`src/hdl/button_autorepeat_qualifier_assert.svh`:
```
// Assertion helpers for the button autorepeat qualifier.
`ifndef BUTTON_AUTOREPEAT_QUALIFIER_ASSERT_SVH
`define BUTTON_AUTOREPEAT_QUALIFIER_ASSERT_SVH

// Check a property on every rising clock edge outside reset.
`define BAR_ASSERT(label, clk, rst_n, prop, msg) \
  label: assert property (@(posedge clk) disable iff (!rst_n) (prop)) else $error(msg);

// Check a property on every rising clock edge, reset included.
`define BAR_ASSERT_ALWAYS(label, clk, prop, msg) \
  label: assert property (@(posedge clk) (prop)) else $error(msg);

`endif

```
`src/hdl/bar_pkg.sv`:
```
package bar_pkg;

  // Repeat delay table length and derived limits
  localparam int unsigned RepeatTableLen = 11;
  localparam int unsigned RepeatLenClamped =
    (RepeatTableLen < 1) ? 1 : ((RepeatTableLen > 16) ? 16 : RepeatTableLen);
  localparam logic [3:0] LastStep = 4'(RepeatLenClamped - 1);

  localparam int unsigned TimeW    = 32;
  localparam int unsigned SampleW  = 10;
  localparam int unsigned ReleaseW = 16;
  localparam int unsigned CfgIdxW  = 2;
  localparam int unsigned CfgDataW = 16;
  localparam int unsigned DelayW   = 9;

  localparam logic [SampleW-1:0]  ThresholdReset = 10'd1020;
  localparam logic [ReleaseW-1:0] ReleaseReset   = 16'd500;

  // Configuration register indexes
  typedef enum logic [CfgIdxW-1:0] {
    CFG_SELECT_THRESHOLD  = 2'd0,
    CFG_SELECT_RELEASE_MS = 2'd1
  } bar_cfg_idx_e;

  // Lane status toward the merge stage
  typedef struct packed {
    logic fire;
    logic held;
  } bar_lane_t;

  // One result transaction
  typedef struct packed {
    logic up;
    logic down;
    logic left;
    logic right;
    logic sel;
  } bar_evt_t;

  // Shrinking repeat delay per step
  function automatic logic [DelayW-1:0] repeat_delay(input logic [3:0] step);
    logic [DelayW-1:0] d;
    case (step)
      4'd0, 4'd1:               d = 9'd500;
      4'd2, 4'd3, 4'd4, 4'd5:   d = 9'd250;
      4'd6, 4'd7, 4'd8, 4'd9:   d = 9'd125;
      default:                  d = 9'd75;
    endcase
    return d;
  endfunction

endpackage

```
`src/hdl/bar_dir_lane.sv`:
```
module bar_dir_lane
  import bar_pkg::*;
(
  input  logic             clk_i,
  input  logic             rst_ni,
  input  logic             accept_i,
  input  logic [TimeW-1:0] now_ms_i,
  input  logic             level_i,
  output bar_lane_t        status_o
);

  logic             pressed_q, pressed_d;
  logic [TimeW-1:0] stamp_q, stamp_d;
  logic [3:0]       step_q, step_d;
  logic [3:0]       step_cl;
  logic [TimeW-1:0] elapsed;
  logic             fire;

  // Evaluate press, repeat and release for this button
  always_comb begin
    step_cl   = (step_q > LastStep) ? LastStep : step_q;
    elapsed   = now_ms_i - stamp_q;
    pressed_d = pressed_q;
    stamp_d   = stamp_q;
    step_d    = step_q;
    fire      = 1'b0;
    if (!level_i) begin
      pressed_d = 1'b0;
    end else if (!pressed_q) begin
      pressed_d = 1'b1;
      stamp_d   = now_ms_i;
      step_d    = '0;
      fire      = 1'b1;
    end else if (elapsed >= TimeW'(repeat_delay(step_cl))) begin
      stamp_d = now_ms_i;
      step_d  = (step_cl >= LastStep) ? LastStep : step_cl + 4'd1;
      fire    = 1'b1;
    end
  end

  assign status_o.fire = fire;
  assign status_o.held = pressed_d;

  // Advance lane state on each input transaction
  always_ff @(posedge clk_i or negedge rst_ni) begin
    if (!rst_ni) begin
      pressed_q <= 1'b0;
      stamp_q   <= '0;
      step_q    <= '0;
    end else if (accept_i) begin
      pressed_q <= pressed_d;
      stamp_q   <= stamp_d;
      step_q    <= step_d;
    end
  end

endmodule

```
`src/hdl/bar_sel_lane.sv`:
```
module bar_sel_lane
  import bar_pkg::*;
(
  input  logic                clk_i,
  input  logic                rst_ni,
  input  logic                accept_i,
  input  logic [TimeW-1:0]    now_ms_i,
  input  logic [SampleW-1:0]  sample_i,
  input  logic [SampleW-1:0]  threshold_i,
  input  logic [ReleaseW-1:0] release_ms_i,
  output bar_lane_t           status_o
);

  logic             pressed_q, pressed_d;
  logic [TimeW-1:0] stamp_q, stamp_d;
  logic [TimeW-1:0] elapsed;
  logic             fire;

  // Fire once per press, re-arm when below threshold once the release time has passed since the press
  always_comb begin
    elapsed   = now_ms_i - stamp_q;
    pressed_d = pressed_q;
    stamp_d   = stamp_q;
    fire      = 1'b0;
    if (sample_i >= threshold_i) begin
      if (!pressed_q) begin
        pressed_d = 1'b1;
        stamp_d   = now_ms_i;
        fire      = 1'b1;
      end
    end else if (elapsed >= TimeW'(release_ms_i)) begin
      pressed_d = 1'b0;
    end
  end

  assign status_o.fire = fire;
  assign status_o.held = pressed_d;

  // Advance select state on each input transaction
  always_ff @(posedge clk_i or negedge rst_ni) begin
    if (!rst_ni) begin
      pressed_q <= 1'b0;
      stamp_q   <= '0;
    end else if (accept_i) begin
      pressed_q <= pressed_d;
      stamp_q   <= stamp_d;
    end
  end

endmodule

```
`src/hdl/bar_merge.sv`:
```
module bar_merge
  import bar_pkg::*;
(
  input  logic      clk_i,
  input  logic      rst_ni,
  input  logic      accept_i,
  input  bar_lane_t up_i,
  input  bar_lane_t down_i,
  input  bar_lane_t left_i,
  input  bar_lane_t right_i,
  input  bar_lane_t sel_i,
  input  logic      out_ready_i,
  output logic      in_ready_o,
  output logic      out_valid_o,
  output bar_evt_t  out_evt_o
);

  bar_evt_t evt;
  bar_evt_t out_q, skid_q;
  logic     out_valid_q, skid_valid_q;
  logic     take;

  // Combine lanes; drop up while down is held after this transaction
  always_comb begin
    evt.up    = up_i.fire & ~down_i.held;
    evt.down  = down_i.fire;
    evt.left  = left_i.fire;
    evt.right = right_i.fire;
    evt.sel   = sel_i.fire;
  end

  assign take        = out_valid_q & out_ready_i;
  assign in_ready_o  = ~skid_valid_q;
  assign out_valid_o = out_valid_q;
  assign out_evt_o   = out_q;

  // Output register and skid valid flags
  always_ff @(posedge clk_i or negedge rst_ni) begin
    if (!rst_ni) begin
      out_valid_q  <= 1'b0;
      skid_valid_q <= 1'b0;
    end else if (take) begin
      if (skid_valid_q) begin
        skid_valid_q <= accept_i;
      end else begin
        out_valid_q <= accept_i;
      end
    end else if (accept_i) begin
      if (out_valid_q) begin
        skid_valid_q <= 1'b1;
      end else begin
        out_valid_q <= 1'b1;
      end
    end
  end

  // Payload registers
  always_ff @(posedge clk_i) begin
    if (take) begin
      if (skid_valid_q) begin
        out_q <= skid_q;
        if (accept_i) begin
          skid_q <= evt;
        end
      end else if (accept_i) begin
        out_q <= evt;
      end
    end else if (accept_i) begin
      if (out_valid_q) begin
        skid_q <= evt;
      end else begin
        out_q <= evt;
      end
    end
  end

endmodule

```
`src/hdl/button_autorepeat_qualifier.sv`:
```
// Button press qualifier with accelerating autorepeat.
// Input channel (in_valid_i/in_ready_o): one sample per transaction carrying
// the millisecond time, four direction levels and the analog select reading.
// Output channel (out_valid_o/out_ready_i): one result per input transaction,
// five event bits, in input order.
// Config channel (cfg_valid_i/cfg_ready_o): index 0 select threshold,
// index 1 select release time in ms; other indexes are ignored. Always ready.
// Each result is registered in the output buffer. Throughput: one transaction
// per cycle while in_ready_o is high; five lanes (four direction, one select)
// evaluate in parallel and a merge stage applies the up/down mask.
// Stall: a two-entry output buffer (output register plus skid) keeps
// accepting while one result waits; in_ready_o drops only when both entries
// hold results.
// Reset: all press flags, stamps and repeat steps clear, threshold returns
// to 1020 and release time to 500 ms, output buffer empties.
module button_autorepeat_qualifier
  import bar_pkg::*;
(
  input  logic                clk_i,
  input  logic                rst_ni,
  input  logic                cfg_valid_i,
  output logic                cfg_ready_o,
  input  logic [CfgIdxW-1:0]  cfg_index_i,
  input  logic [CfgDataW-1:0] cfg_data_i,
  input  logic                in_valid_i,
  output logic                in_ready_o,
  input  logic [TimeW-1:0]    now_ms_i,
  input  logic                up_level_i,
  input  logic                down_level_i,
  input  logic                left_level_i,
  input  logic                right_level_i,
  input  logic [SampleW-1:0]  select_sample_i,
  output logic                out_valid_o,
  input  logic                out_ready_i,
  output logic                up_event_o,
  output logic                down_event_o,
  output logic                left_event_o,
  output logic                right_event_o,
  output logic                select_event_o
);

  `include "button_autorepeat_qualifier_assert.svh"

  logic [SampleW-1:0]  thresh_q;
  logic [ReleaseW-1:0] release_q;
  logic                accept;
  bar_lane_t           up_st, down_st, left_st, right_st, sel_st;
  bar_evt_t            out_evt;

  assign cfg_ready_o = 1'b1;
  assign accept      = in_valid_i & in_ready_o;

  // Configuration registers
  always_ff @(posedge clk_i or negedge rst_ni) begin
    if (!rst_ni) begin
      thresh_q  <= ThresholdReset;
      release_q <= ReleaseReset;
    end else if (cfg_valid_i && cfg_ready_o) begin
      case (bar_cfg_idx_e'(cfg_index_i))
        CFG_SELECT_THRESHOLD:  thresh_q  <= cfg_data_i[SampleW-1:0];
        CFG_SELECT_RELEASE_MS: release_q <= cfg_data_i[ReleaseW-1:0];
        default: ;
      endcase
    end
  end

  // Direction lanes
  bar_dir_lane u_up (
    .clk_i, .rst_ni, .accept_i(accept), .now_ms_i,
    .level_i(up_level_i), .status_o(up_st)
  );
  bar_dir_lane u_down (
    .clk_i, .rst_ni, .accept_i(accept), .now_ms_i,
    .level_i(down_level_i), .status_o(down_st)
  );
  bar_dir_lane u_left (
    .clk_i, .rst_ni, .accept_i(accept), .now_ms_i,
    .level_i(left_level_i), .status_o(left_st)
  );
  bar_dir_lane u_right (
    .clk_i, .rst_ni, .accept_i(accept), .now_ms_i,
    .level_i(right_level_i), .status_o(right_st)
  );

  // Select lane
  bar_sel_lane u_sel (
    .clk_i, .rst_ni, .accept_i(accept), .now_ms_i,
    .sample_i(select_sample_i), .threshold_i(thresh_q),
    .release_ms_i(release_q), .status_o(sel_st)
  );

  // Merge and output buffering
  bar_merge u_merge (
    .clk_i, .rst_ni, .accept_i(accept),
    .up_i(up_st), .down_i(down_st), .left_i(left_st),
    .right_i(right_st), .sel_i(sel_st),
    .out_ready_i, .in_ready_o, .out_valid_o, .out_evt_o(out_evt)
  );

  assign up_event_o     = out_evt.up;
  assign down_event_o   = out_evt.down;
  assign left_event_o   = out_evt.left;
  assign right_event_o  = out_evt.right;
  assign select_event_o = out_evt.sel;

  // Checks
  `BAR_ASSERT(a_stall_needs_result, clk_i, rst_ni, !in_ready_o |-> out_valid_o, "input stalled with empty output")
  `BAR_ASSERT(a_left_needs_level, clk_i, rst_ni, accept && !left_level_i |-> !left_st.fire, "left event while released")
  `BAR_ASSERT(a_sel_needs_level, clk_i, rst_ni, accept && (select_sample_i < thresh_q) |-> !sel_st.fire, "select event below threshold")

endmodule
```
`config.mk`:
```
export PLATFORM = sky130hd
export DESIGN_NAME = button_autorepeat_qualifier
export DESIGN_NICKNAME = d
export VERILOG_FILES = /design/src/hdl/bar_pkg.sv /design/src/hdl/bar_dir_lane.sv /design/src/hdl/bar_sel_lane.sv /design/src/hdl/bar_merge.sv /design/src/hdl/button_autorepeat_qualifier.sv
export VERILOG_INCLUDE_DIRS = /design/src /design/src/hdl
export SDC_FILE = /design/constraint.sdc
export NUM_CORES = 1
export LEC_CHECK = 0
export ABC_AREA = 1
export BUFFER_PORTS_ARGS = -buffer_cell sky130_fd_sc_hd__buf_2
export CAP_MARGIN = 20
export CORE_MARGIN = 2
export CORE_UTILIZATION = 40
export CTS_CLUSTER_DIAMETER = 30
export DETAILED_ROUTE_END_ITERATION = 8
export PLACE_DENSITY = 0.65
export SLEW_MARGIN = 20
export SYNTH_ARGS = -nofsm -noshare
export SYNTH_HDL_FRONTEND = slang
export SYNTH_SLANG_ARGS = --single-unit
```
`constraint.sdc`:
```
create_clock -name clk_i -period 3.4 [get_ports clk_i]
set_input_delay 0.34 -clock clk_i [delete_from_list [all_inputs] [get_ports clk_i]]
set_output_delay 0.34 -clock clk_i [all_outputs]
set_load 0.1 [all_outputs]
```
# Word-level counts from Yosys, hierarchy flattened
# Memories as Yosys holds them, arrays and structs flattened.
# Cells that the tools add are included.
# totals
elab_cells	155
ff_bits	219
inputBits	69
mem_bits_ro	512
output_inout_bits	8
mem_count	4
latch_bits	0
mem_bits_rw	0
# memory_table
name	depth	word_bits	rd	rd_clocked_by_memory_dff	write_ports	line	source
(name not given)	16	8	1	0	0	bar_pkg.sv:43	case (step)
(name not given)	16	8	1	0	0	bar_pkg.sv:43	
(name not given)	16	8	1	0	0	bar_pkg.sv:43	
(name not given)	16	8	1	0	0	bar_pkg.sv:43	
# classes
n_mux	68
magnitude_cmp	14
n_reduce_logical	17
addsub	9
n_eq_ne	9
div_mod_pow	0
bitwise_logic	6
mul	0
shifts	0
# op_table
cell	count
32-bit 2-to-1 mux	8
32-bit subtractor	5
32-bit by 9-bit greater-or-equal comparator with 1-bit output	4
9-bit 2-to-1 mux	8
4-bit 2-to-1 mux	16
5-bit 2-to-1 mux	9
32-bit by 16-bit greater-or-equal comparator with 1-bit output	1
1-bit 2-to-1 mux	27
3-bit AND reduction	6
4-bit by 1-bit adder with 4-bit output (second input constant)	4
4-bit greater-or-equal comparator (second input constant)	4
4-bit > comparator (second input constant)	4
2-bit inequality test (second input constant)	6
10-bit greater-or-equal comparator	1
2-bit AND reduction	5
2-bit nonzero test	4
2-bit by 1-bit inequality test with 1-bit output (second input constant)	2
4-bit AND reduction	1
1-bit AND	3
1-bit inverter	3
2-bit by 1-bit == test with 1-bit output (second input constant)	1
2-bit zero test	1

# Depth between registers and ports, before layout
# Gate-level depths: netlist of run 1.
# An unclocked memory read counts as a cell.
# logic_depth
ltp_word	13
mapped_depth	27
depth_no_buf	26

# By module
# A second synthesis of run 1 with hierarchy kept.
# unflattened
cells_unflattened	3974
area_unflattened_um2	23622.7
# by_module_without_submodules
module	instances	cells_per_inst	area_each_um2	seq_area_each_um2
bar_dir_lane (u_down ...)	3	754	4354.2	925.9
bar_sel_lane	1	790	4546.9	825.8
bar_dir_lane (u_left)	1	752	4320.4	925.9
button_autorepeat_qualifier	1	120	1128.6	668.1
bar_merge	1	50	564.3	350.3

# Worst setup path after synthesis of run 1
# OpenSTA, ideal clock, no wires.
# synth_path
path_type	input port to flip-flop
from	input now_ms_i[0]
to	register u_merge.out_q (netlist bit u_merge.out_evt_o[1]), data pin
setup_ns	0.267
t_arrival_ns	2.848
required_ns	3.133
setup_slack_ns	0.285
path_buffers	1
path_stages	22
cell_sequence	inv_1 > ha_1 > inv_1 > fa_1 > nand2_1 > inv_1 > nand2_1 > nand2_2 > nand2_1 > nand2_2 > xor2_1 > ha_1 > or2_2 > a21oi_1 > nand3_1 > nor2_1 > nand3_1 > nor2_1 > nand3_2 > buf_6 > nand2_1 > a21oi_1
# synth_via
elab_chain_cells	8
elab_cells_between_ends	10
cone_classes	add/sub: 1; order compare: 1; mux: 8
# synth_rtl
item	line	source
from (decl)	button_autorepeat_qualifier.sv:27	input logic [TimeW-1:0] now_ms_i,
32-bit subtractor *	bar_dir_lane.sv:22	elapsed = now_ms_i - stamp_q;
32-bit by 9-bit greater-or-equal comparator with 1-bit output *	bar_dir_lane.sv:34	end else if (elapsed >= TimeW'(repeat_delay(step_cl))) begin
1-bit 2-to-1 mux *	bar_dir_lane.sv:34	
1-bit 2-to-1 mux *	bar_dir_lane.sv:29	end else if (!pressed_q) begin
1-bit 2-to-1 mux *	bar_dir_lane.sv:27	if (!level_i) begin
5-bit 2-to-1 mux, on equally long branches	bar_merge.sv:69, bar_merge.sv:65	
5-bit 2-to-1 mux, on equally long branches	bar_merge.sv:68, bar_merge.sv:60	
5-bit 2-to-1 mux *	bar_merge.sv:59	if (take) begin
to (signal assigned)	bar_merge.sv:61	out_q <= skid_q;
to (signal assigned)	bar_merge.sv:66	out_q <= evt;
to (signal assigned)	bar_merge.sv:72	out_q <= evt;
to (decl)	bar_merge.sv:19	bar_evt_t out_q, skid_q;
# Mark *: on every way between the ends. The rest lies on a longest branch, timed or not. The select of a mux whose other input is x is not followed.
# A chain may end at the register's enable or synchronous reset.

# Final worst setup path of run 1
# layout_path
from	register u_up.stamp_q[0]
to	register u_up.stamp_q[21]
# layout_via
elab_chain_cells	4
# layout_rtl
item	line	source
from (decl)	bar_dir_lane.sv:13	logic [TimeW-1:0] stamp_q, stamp_d;
from (signal assigned)	bar_dir_lane.sv:52	stamp_q <= stamp_d;
32-bit subtractor	bar_dir_lane.sv:22	
32-bit by 9-bit greater-or-equal comparator with 1-bit output	bar_dir_lane.sv:34	
2-bit inequality test (no source line)	n/a	
3-bit AND reduction (no source line)	n/a	
# No other way between the ends.

==> summary.md, run 1 <==
| Metric | Value |
|---|---|
| First-pass GRT wire length | 115.9 mm |
| I/O Buffers | 75 |
| CP Class | reg2reg |
| Crit path time final | 3.193 ns |
| H-tree depth | 2 |
| Dominant cells by area after synthesis | nand2_1 (23%), dfrtp_1 (21%), ha_1 (13%), inv_1 (12%), nand3_1 (6.5%) |
| Initial Util | between 40% and 50% |
| Clock slew at reported path FFs | 0.05 ns |
| Iter 0 DRT Violations | 1952 |
| Critical path's slowest cell | dfrtp_1 |
| VDD IR max | 398.7 µV |
| Initial antenna violation count | 0 |
| Post-Syn Area | ~23000 µm² |
| Cell Int Power | 6977 µW |
| Fin. Hold Viols | 0 |
| RSZ-0062 raised after global routing | false |
| Via/cell ratio | 4.888 |
| CP startpoint kind | register |
| Max Fclk | 313.2 MHz |
| Critical path peak fanout | 15 |
| Post-synth EDFFs | 10 |
| Syn avg cell area | 6.000 µm² |
| Post-synth top area cell | nand2_1 |
| Number of fill cells | between 6000 and 7000 |
| Synth Flop Type | dfrtp_1 |
| Post-synth top area share | 23.49% |
| Antenna diodes | 0 |
| NetSw | about 2900 µW |
| Grt total ovfl | 0 |
| Drt total wl | roughly 71 mm |
| Fin crit share | 93.90% |
| DRT Pass-1 Iters | 6 |
| Nets | 4362 |
| Site row count | 88 |
| Number of synthesized register bits | 219 |
| Largest net degree at the start of global routing | 72 |
| DP HPWL | 56.03 mm |
| Syn Inst Count | 3849 |
| Layout Area Growth over Synthesis | 18.51% |
| Clock Power Share | 54.7% |
| Worst Tran Pin Value | 0.8994 ns |
| Final count of negative-setup-slack endpoints | 0 |
| Worst hold-check path type | in2reg |
| Post-synth ARST share | 95.43% |
| CTS tree | built |
| Vias in the first global route | 22590 |
| Cell repeated most along the worst path | nand2_1 |
| DRC viols | 0 |
| Pleak | 0.01584 µW |
| Die W | between 200 and 250 µm |
| CTS Buffer Depth | 3 |
| Cell Pwr Density | around 360 nW/µm² |
| Clock Skew | 0.04908 ns |
| Comb power frac | 17.6% |
| Crit. End Element | register |
| Synth warn | 0 |
| Count of final max-slew check failures | 0 |
| Full die area | between 50000 and 60000 µm² |
| Cts bufs inserted | between 50 and 60 |
| MaxCap Viol Count | 0 |
| Layout cell share with drive strength beyond 1 | 9.310% |
| Max_slew headroom | 39.82% |
| Routed vias | approximately 24000 |
| Required time of the critical path | 3.92 ns |
| Smallest hold slack | 0.04478 ns |
| Core Area | 57370 µm² |
| Mapped Nets | 4154 |
| Tot Pwr | 9854 µW |
| Synth cell types | between 40 and 50 |
| Largest stage delay on the critical path | 0.38 ns |
| Die Y | about 240 µm |
| Root Buffer | clkbuf_16 |
| GP Congestion | 0.9548 |
| Share of power burned in registers | 27.7% |
| Worst path cell trace | ha_1, fa_2, nand3b_1, nand2_2, nand2_1, nand2_2, xor2_1, ha_1, nor2_1, nand3_1, nor2_2, nand3_1, nor2_1, nand2_1, nor2_2, nand2_4, nand2_4, buf_12, nand2_1, nand2_1 |
| Arrival @ worst endpoint | 3.71 ns |
| Outcome | complete, no violations |
| Net Sw Frac | roughly 29% |
| DP Worst Slack | -0.3545 ns |
| Fin worst setup slack | between 0.2 and 0.25 ns |
| Total clock sinks | 219 |
| Worst skew pair latency | roughly 0.61 ns |
| Drt wl/cell | roughly 15 µm |
| Post-route ant nets | 0 |
| Total I/O pin count | between 70 and 80 |
| Seq/Total Area, Yosys | 24.02% |
| GRT Overall Usage | 24.17% |
[area by class of cell]
cell class	instances	area, µm²	area share (%)
Clock inverter	33	450.4	1.646
Tap cell	765	957.2	3.497
Sequential cell	219	5550	20.28
Inverter	754	2833	10.35
Clock buffer	69	1499	5.477
Timing Repair Buffer	209	1679	6.135
Multi-Input combinational cell	2819	14400	52.62
[power groups by stage]
| stage | Clock, µW | Combinational [µW] | Sequential (µW) |
|---|---|---|---|
| 6_report | 5390 | 1740 | 2720 |
| 5_1_grt | 5630 | 1980 | 2730 |
| 4_1_cts | 5480 | 1720 | 2720 |
| 3_5_place_dp | 0 | 1700 | 2760 |
| 3_3_place_gp | 0 | 1690 | 2760 |
| 2_1_floorplan | 0 | 1090 | 2760 |
[kinds of logic (layout without fill, tap and decap cells)]
kind of cell / count (synthesis) / in the layout / synth area share (%)
flops: 219 / 219 / 24.02
compound gates: 290 / 290 / 6.821
fa+ha+maj: 236 / 236 / 12.95
buf+inv: 811 / 1065 / 13.91
xor+xnor: 57 / 57 / 2.162
other cells: 1 / 1 / 0.01624
simple gates: 2234 / 2234 / 40.07
mux: 1 / 1 / 0.04876
[stage by stage]
step	cells	TNS, ns	util [%]	area [µm²]
6_report	4868	0	47.71	27370
3_3_place_gp	4746	-25.33	43.80	25130
2_1_floorplan	3849	0	-	23090
3_5_place_dp	4746	-30.51	43.80	25130
4_1_cts	4864	0	47.48	27240
5_1_grt	4868	0	47.71	27370
[final timing paths]
check	startpoint	slack, ns	to	cells past startpoint
setup reg to reg	u_up.stamp_q[0]	0.21	u_up.stamp_q[21]	20
setup / recovery	u_up.stamp_q[0]	0.21	u_up.stamp_q[21]	20
max in group asynchronous	rst_ni	2.22	u_right.step_q[3]	3
hold reg to reg	u_right.stamp_q[7]	0.47	u_right.stamp_q[7]	2
min in group asynchronous	rst_ni	0.33	u_up.stamp_q[31]	2
hold / removal	cfg_data_i[0]	0.04	release_q[0]	3
[cells in the mapped netlist, types with 30 or more instances]
master,number
xor2_1,46
o21ai_0,54
nand2_1,1445
dfrtp_1,195
inv_1,745
a21oi_1,185
ha_1,231
nor3_1,31
nand3_1,300
nor2_1,319
nand3b_1,44
nand4_1,30
[state kept, by name, indices dropped and copies added (netlist names)]
signal	cells
u_down.stamp_q	32
u_left.stamp_q	32
u_right.stamp_q	32
u_sel.stamp_q	32
u_up.stamp_q	32
release_q	16
thresh_q	10
u_merge.out_evt_o	5
u_merge.skid_q	5
u_down.step_q	4
u_left.step_q	4
u_right.step_q	4
u_up.step_q	4
u_down.pressed_q	1
u_left.pressed_q	1
u_merge.out_valid_o	1
u_merge.skid_valid_q	1
u_right.pressed_q	1
u_sel.pressed_q	1
u_up.pressed_q	1
[metal layers]
metal	routed length (µm)	track usage, %	vias up	share of wire (%)
met1	33470	33.16	10740	47
li1	-	-	12310	-
met5	0	0	-	0
met3	4875	4.291	118	6.8
met2	30410	37.93	626	43
met4	2732	8.895	0	3.8
[cells in the final DEF (no fill, tap or decap), types with 14 or more instances in the layout]
cell type      instances
a21oi_1              184
buf_12                16
buf_2                 74
buf_4                 95
clkbuf_16             56
dfrtp_1              193
dfstp_2               14
dlygate4sd3_1         16
ha_1                 230
inv_1                744
nand2_1             1442
nand2_2               24
nand3_1              299
nand3b_1              44
nand4_1               30
nor2_1               312
nor2_2                17
nor3_1                31
o21ai_0               54
o21bai_1              23
xor2_1                46
[critical path, delay by kind of cell, from the launching register on]
| family | cells | cell delay (ns) |
|---|---|---|
| AND/OR/NAND/NOR | 15 | 1.68 |
| adder cells (fa/ha/maj) | 3 | 0.80 |
| flip-flops | 1 | 0.38 |
| buffers and inverters | 1 | 0.15 |
| XOR/XNOR | 1 | 0.09 |
[timing repair]
item                       4_1_cts  5_1_grt
setup endpoints to repair        0      108
resized for setup                0       25
buffers inserted                 0        2
hold buffers                    16        0
hold endpoints to repair        90        0
No activity file was read; power rests on OpenSTA's default activity.
==> inputs of run 2 (changes only) <==
--- a/config.mk
+++ b/config.mk
@@ -13,6 +13,7 @@
 export CORE_UTILIZATION = 40
 export CTS_CLUSTER_DIAMETER = 30
 export DETAILED_ROUTE_END_ITERATION = 8
+export MAX_ROUTING_LAYER = met4
 export PLACE_DENSITY = 0.65
 export SLEW_MARGIN = 20
 export SYNTH_ARGS = -nofsm -noshare
==> run 2 against run 1 <==
Effect of this change:
- non-clock buffer count rose by 19
- cell area up 0.62%
- maximum frequency is 0.56% higher
- clock power is 3% higher
- critical endpoint is now u_up.stamp_q[29]
- combinational power is essentially flat
==> summary.md, run 2 (same netlist as run 1, synthesis figures left out) <==
| Metric | Value |
|---|---|
| Fin cells | 4885 (was 4868) |
| Net Sw Frac | 30.10% (was 29.20%) |
| Fin crit share | 93.38% (was 93.90%) |
| Design area | 27540 µm² (was 27370 µm²) |
| Critical path peak fanout | 9 (was 15) |
| Final count of negative-setup-slack endpoints | 0 (unchanged) |
| GRT Overall Usage | 25.60% (was 24.17%) |
| Full die area | 59670 µm² (unchanged) |
| H-tree depth | 2 (unchanged) |
| CTS Buffer Depth | 3 (unchanged) |
| Initial Util | 40.26% (unchanged) |
| Routed vias | 23770 (was 23790) |
| Layout cell share with drive strength beyond 1 | 9.735% (was 9.310%) |
| Clock Power Share | 55.3% (was 54.7%) |
| MaxCap Viol Count | 0 (unchanged) |
| NetSw | 3014 µW (was 2877 µW) |
| Drt wl/cell | 15.09 µm (was 14.69 µm) |
| Arrival @ worst endpoint | 3.64 ns (was 3.71 ns) |
| Cell Pwr Density | 363.6 nW/µm² (was 360.1 nW/µm²) |
| Fin. Hold Viols | 0 (unchanged) |
| Largest net degree at the start of global routing | 91 (was 72) |
| Die W | 244.3 µm (unchanged) |
| Initial antenna violation count | 0 (unchanged) |
| Layout Area Growth over Synthesis | 19.24% (was 18.51%) |
| Commonest non-fill, non-tap cell in the layout | nand2_1 (unchanged) |
| VDD IR max | 360.1 µV (was 398.7 µV) |
| Most frequent cells in the layout | nand2_1 (1443), inv_1 (744), nor2_1 (312), nand3_1 (299), ha_1 (231) (was nand2_1 (1442), inv_1 (744), nor2_1 (312), nand3_1 (299), ha_1 (230)) |
| Placed cells | 4763 (was 4746) |
| Core Area | 57370 µm² (unchanged) |
| Crit. End Element | register (unchanged) |
| Total clock sinks | 219 (unchanged) |
| Max Fclk | 315.0 MHz (was 313.2 MHz) |
| Share of power burned in registers | 27.2% (was 27.7%) |
| CP startpoint kind | register (unchanged) |
| DP HPWL | 57.43 mm (was 56.03 mm) |
| First-pass GRT wire length | 119.3 mm (was 115.9 mm) |
| CTS tree | built (unchanged) |
| Multi-input logic area | 14430 µm² (was 14400 µm²) |
| Outcome | complete, no violations (unchanged) |
| Worst skew pair latency | 0.63 ns (was 0.61 ns) |
| CP Class | reg2reg (unchanged) |
| Comb power frac | 17.4% (was 17.6%) |
| Cts bufs inserted | 54 (unchanged) |
| Tot Pwr | 10010 µW (was 9854 µW) |
| Grt total ovfl | 0 (unchanged) |
| Worst Tran Pin Value | 1.011 ns (was 0.8994 ns) |
| Required time of the critical path | 3.87 ns (was 3.92 ns) |
| Crit path time final | 3.175 ns (was 3.193 ns) |
| I/O Buffers | 75 (unchanged) |
| Post-route ant nets | 0 (unchanged) |
| Iter 0 DRT Violations | 1849 (was 1952) |
| DRT Pass-1 Iters | 6 (unchanged) |
| Via/cell ratio | 4.867 (was 4.888) |
| Clock slew at reported path FFs | 0.05 ns (about the same) |
| Count of final max-slew check failures | 0 (unchanged) |
| Total I/O pin count | 77 (unchanged) |
| Number of fill cells | 5955 (was 6039) |
| Cell Int Power | 6998 µW (was 6977 µW) |
| Clock Skew | 0.05741 ns (was 0.04908 ns) |
| GP Congestion | 0.9729 (was 0.9548) |
| Pleak | 0.01593 µW (was 0.01584 µW) |
| Site row count | 88 (unchanged) |
| Vias in the first global route | 22740 (was 22590) |
| DP Area | 25210 µm² (was 25130 µm²) |
| Worst hold-check path type | in2reg (unchanged) |
| Register area | 5550 µm² (unchanged) |
| Max_slew headroom | 32.39% (was 39.82%) |
| Nets | 4381 (was 4362) |
| DRC viols | 0 (unchanged) |
| RSZ-0062 raised after global routing | true (was false) |
| Drt total wl | 73.74 mm (was 71.49 mm) |
| Die Y | 244.3 µm (unchanged) |
| Root Buffer | clkbuf_16 (unchanged) |
## run 2: cell count changes in the layout (fill, tap and decap cells not counted), sizes merged
cell         change
dlygate4sd3      +1
clkbuf           -6
clkinv           +4
bufinv           +1
buf             +16
diode            +1
## run 2: stage by stage
step / setup TNS (ns) / worst slack (ns) / utilization, % / hold slack, ns
after floorplan: 0 / 0.2850 / - / 0.04441
after global placement: -19.68 / -0.2427 / 43.94 / 0.3970
after detailed placement: -28.78 / -0.2983 / 43.94 / 0.4015
after CTS: 0 / 0.04140 / 47.68 / 0.007991
after global routing: -0.4946 / -0.04147 / 48.00 / 0.02678
final: 0 / 0.2251 / 48.00 / 0.04453
## run 2: what timing repair did
action                                  CTS  global route
gates resized for setup                   0            27
endpoints found under the setup margin    0           142
endpoints found under the hold margin   104             0
hold buffers                             17             0
buffers inserted                          0             2
## run 2: layout make-up
class	count	area share, %
well taps	765	3.476
repair buffers	228	6.529
clock inverters	38	1.945
multi-input cells	2819	52.38
diodes	1	0.009087
clock buffers	61	5.225
inverters	754	10.28
flip-flops and latches	219	20.16
## run 2: layer usage
metal,routed length (µm),GRT usage (%)
met3,4678,4.269
met2,31860,39.24
met1,34770,34.50
met5,0,-
met4,2428,7.837
## run 2: power by group through the flow
stage | Combinational, µW | Clock (µW) | Sequential, µW
after CTS | 1730 | 5620 | 2730
after floorplan | 1090 | 0 | 2760
after global routing | 2000 | 5760 | 2730
after global placement | 1700 | 0 | 2760
final | 1750 | 5540 | 2720
after detailed placement | 1710 | 0 | 2760
## run 2: final timing paths
path	startpoint	endpoint	slack [ns]	depth (start not counted)
worst max-delay path	u_up.stamp_q[0]	u_up.stamp_q[29]	0.23	19
min in group asynchronous	rst_ni	u_right.stamp_q[24]	0.35	2
worst max register to register	u_up.stamp_q[0]	u_up.stamp_q[29]	0.23	19
worst min-delay path	now_ms_i[3]	u_down.stamp_q[3]	0.04	3
max in group asynchronous	rst_ni	u_up.stamp_q[8]	2.17	3
worst min register to register	u_up.stamp_q[19]	u_up.stamp_q[19]	0.46	2
## run 2: worst max-delay path, cell delays in order, from the launching register on
cell and delay, ns:
dfrtp_1 0.38, ha_1 0.23, fa_2 0.36, nand3b_1 0.16, nand2_1 0.13, nand2_1 0.08
nand2_2 0.10, xor2_1 0.08, ha_1 0.19, nor2_1 0.11, nand3_1 0.09, nor2_1 0.14
nand3_1 0.10, nor2_1 0.12, nand2_1 0.08, nor2_2 0.14, nand2_4 0.14, buf_4 0.21
nand3_1 0.08, nand2_1 0.06
==> inputs of run 3 (changes only) <==
--- a/config.mk
+++ b/config.mk
@@ -9,13 +9,16 @@
 export ABC_AREA = 1
 export BUFFER_PORTS_ARGS = -buffer_cell sky130_fd_sc_hd__buf_2
 export CAP_MARGIN = 20
+export CELL_PAD_IN_SITES_DETAIL_PLACEMENT = 1
+export CELL_PAD_IN_SITES_GLOBAL_PLACEMENT = 1
+export CORE_ASPECT_RATIO = 0.7
 export CORE_MARGIN = 2
 export CORE_UTILIZATION = 40
 export CTS_CLUSTER_DIAMETER = 30
 export DETAILED_ROUTE_END_ITERATION = 8
 export MAX_ROUTING_LAYER = met4
-export PLACE_DENSITY = 0.65
-export SLEW_MARGIN = 20
+export PLACE_DENSITY = 0.84
+export SLEW_MARGIN = 5
 export SYNTH_ARGS = -nofsm -noshare
 export SYNTH_HDL_FRONTEND = slang
 export SYNTH_SLANG_ARGS = --single-unit
==> run 3 against run 2 <==
Effect of this change:
- the flow now finishes with violations (negative hold slack, negative setup slack)
- via count is 21% higher
- non-clock buffer count grew 56
- critical path depth grew 5
- first-iteration DRC count increased by 71%
- cell count up 0.94%
- clock power grew 6.3%
- maximum frequency down 15%
- power rose by 8.2%
- global-route usage up 11 points
- flip-flop and latch count unchanged
- cell area up 4.0%
- critical path type unchanged
- largest power group unchanged
==> summary.md, run 3 (same netlist as run 1, synthesis figures left out) <==
| Metric | Value |
|---|---|
| Grt total ovfl | 0 (unchanged) |
| Clock Skew | 0.04347 ns (was 0.05741 ns) |
| GP Congestion | 0.9382 (was 0.9729) |
| Die W | 291.2 µm (was 244.3 µm) |
| Final core occ | 50.34% (was 48.00%) |
| Die Y | 205.0 µm (was 244.3 µm) |
| Worst hold-check path type | in2reg (unchanged) |
| Drt total wl | 120.4 mm (was 73.74 mm) |
| Clock slew at reported path FFs | 0.06 ns (was 0.05 ns) |
| Clock Power Share | 54.4% (was 55.3%) |
| Max_slew headroom | 35.43% (was 32.39%) |
| Routed vias | 28750 (was 23770) |
| FF-to-FF Start | u_up.stamp_q[2] (was u_up.stamp_q[0]) |
| Fin. Hold Viols | 2 (was 0) |
| Final count of negative-setup-slack endpoints | 77 (was 0) |
| Iter 0 DRT Violations | 3158 (was 1849) |
| Full die area | 59700 µm² (was 59670 µm²) |
| Pleak | 0.01633 µW (was 0.01593 µW) |
| Worst setup startpoint | u_up.stamp_q[2] (was u_up.stamp_q[0]) |
| First-pass GRT wire length | 163.1 mm (was 119.3 mm) |
| I/O Buffers | 75 (unchanged) |
| Cell Pwr Density | 378.3 nW/µm² (was 363.6 nW/µm²) |
| Worst hold path startpoint | cfg_data_i[12] (was now_ms_i[3]) |
| Failing checks | negative hold slack, negative setup slack |
| Nets | 4433 (was 4381) |
| Total clock sinks | 219 (unchanged) |
| Via/cell ratio | 5.830 (was 4.867) |
| Commonest non-fill, non-tap cell in the layout | nand2_1 (unchanged) |
| Total I/O pin count | 77 (unchanged) |
| CP Class | reg2reg (unchanged) |
| NetSw | 3553 µW (was 3014 µW) |
| Vias in the first global route | 28620 (was 22740) |
| DP HPWL | 71.07 mm (was 57.43 mm) |
| Root Buffer | clkbuf_16 (unchanged) |
| Worst Tran Pin Value | 0.9676 ns (was 1.011 ns) |
| Cell Int Power | 7282 µW (was 6998 µW) |
| Worst skew pair latency | 0.64 ns (was 0.63 ns) |
| DRT Pass-1 Iters | 6 (unchanged) |
| Smallest hold slack | -0.02201 ns (was 0.04453 ns) |
| H-tree depth | 2 (unchanged) |
| Critical path peak fanout | 8 (was 9) |
| Comb power frac | 20.3% (was 17.4%) |
| VDD IR max | 340.9 µV (was 360.1 µV) |
| DRC viols | 0 (unchanged) |
| Number of fill cells | 7673 (was 5955) |
| TNS Setup | -12.42 ns (was 0 ns) |
| Initial Util | 40.58% (was 40.26%) |
| Largest net degree at the start of global routing | 86 (was 91) |
| Fin worst setup slack | -0.3524 ns (was 0.2251 ns) |
| Count of final max-slew check failures | 0 (unchanged) |
| Post-route ant nets | 0 (unchanged) |
| Fin crit share | 110.4% (was 93.38%) |
| CTS Buffer Depth | 3 (unchanged) |
| Crit. End Element | register (unchanged) |
| Arrival @ worst endpoint | 4.27 ns (was 3.64 ns) |
| Cts bufs inserted | 50 (was 54) |
| Site row count | 73 (was 88) |
| Drt wl/cell | 24.42 µm (was 15.09 µm) |
| Max Fclk | 266.5 MHz (was 315.0 MHz) |
| Layout cell share with drive strength beyond 1 | 13.67% (was 9.735%) |
| Crit path time final | 3.752 ns (was 3.175 ns) |
| CTS tree | built (unchanged) |
| Layout Area Growth over Synthesis | 24.03% (was 19.24%) |
| Design area | 28640 µm² (was 27540 µm²) |
| MaxCap Viol Count | 0 (unchanged) |
| Share of power burned in registers | 25.3% (was 27.2%) |
| Outcome | finished with violations (was complete, no violations) |
| CP startpoint kind | register (unchanged) |
| GRT Overall Usage | 36.10% (was 25.60%) |
| Net Sw Frac | 32.79% (was 30.10%) |
| Required time of the critical path | 3.92 ns (was 3.87 ns) |
| Core Area | 56900 µm² (was 57370 µm²) |
| DP Area | 25570 µm² (was 25210 µm²) |
| Initial antenna violation count | 12 (was 0) |
| Most frequent cells in the layout | nand2_1 (1405), inv_1 (730), nor2_1 (300), nand3_1 (293), ha_1 (209) (was nand2_1 (1443), inv_1 (744), nor2_1 (312), nand3_1 (299), ha_1 (231)) |
run 3: cell count changes in the layout (fill, tap and decap cells not counted), moves of 12 or more:
cell / before / now
buf_4: 116 / 167
ha_1: 231 / 209
ha_4: 0 / 14
inv_1: 744 / 730
inv_2: 7 / 21
nand2_1: 1443 / 1405
nand2_2: 22 / 55
nor2_1: 312 / 300
run 3: repair_timing:
item                                    CTS  global route
endpoints found under the hold margin    83             0
pin swaps                                 1            48
setup buffers                             1            17
gates resized for setup                  17           146
cloned                                    0             9
endpoints found under the setup margin   78           153
hold buffers                              7             0
run 3: final timing paths:
check | depth (start not counted) | endpoint | slack, ns
min in group asynchronous | 2 | u_left.stamp_q[29] | 0.35
worst min-delay path | 3 | release_q[12] | -0.02
worst min register to register | 2 | u_left.stamp_q[1] | 0.47
worst max register to register | 24 | u_up.stamp_q[5] | -0.35
max in group asynchronous | 3 | u_down.step_q[3] | 2.11
worst max-delay path | 24 | u_up.stamp_q[5] | -0.35
run 3: area by class of cell:
type / instances / area, µm² / share of cell area (%)
Timing Repair Buffer: 284 / 2379 / 8.304
Inverter: 754 / 2830 / 9.881
Multi-Input combinational cell: 2819 / 14960 / 52.24
Sequential cell: 219 / 5550 / 19.38
Clock buffer: 64 / 1458 / 5.089
Antenna cell: 12 / 30.03 / 0.1048
Tap cell: 750 / 938.4 / 3.276
Clock inverter: 29 / 494.2 / 1.725
run 3: power groups by stage:
stage | registers (µW) | logic, µW | clock network (µW)
after global placement | 2760 | 1790 | 0
after CTS | 2730 | 1960 | 5760
after floorplan | 2760 | 1090 | 0
after global routing | 2740 | 2350 | 5980
final | 2740 | 2200 | 5890
after detailed placement | 2760 | 1860 | 0
run 3: through the flow:
stage / total power [µW] / setup slack [ns] / hold WS [ns] / instances
after global placement: 4547 / -0.2819 / 0.4056 / 4791
after CTS: 10450 / 0.001503 / 0.0003667 / 4892
after global routing: 11070 / -0.3544 / -0.0007850 / 4930
after detailed placement: 4628 / -0.3192 / 0.4096 / 4791
final: 10840 / -0.3524 / -0.02201 / 4931
after floorplan: 3847 / 0.2850 / 0.04441 / 3849
run 3: worst max-delay path, cell delays in order, from the launching register on:
cell	delay, ns
dfrtp_1	0.40
inv_1	0.20
ha_4	0.29
nand2_1	0.09
nand2_1	0.08
inv_2	0.09
nand2_4	0.07
xor2_2	0.17
ha_1	0.38
a21oi_1	0.22
nand2_1	0.10
nand2_1	0.08
nand2_1	0.07
nand3_1	0.11
nand2_1	0.08
nand2_2	0.08
nand2_1	0.06
nor2_1	0.10
nand2_1	0.09
nor2_2	0.16
nand2_4	0.15
nand2_8	0.15
buf_12	0.15
nand2_1	0.08
nand2_1	0.20
run 3: layer usage:
layer  vias up  wire length, µm  GRT usage [%]
met3       738            13480          6.564
met2      1854            50730          54.99
met4         0            10000          21.43
li1      12420                -              -
met1     13730            46180          44.87
met5         -                0              -
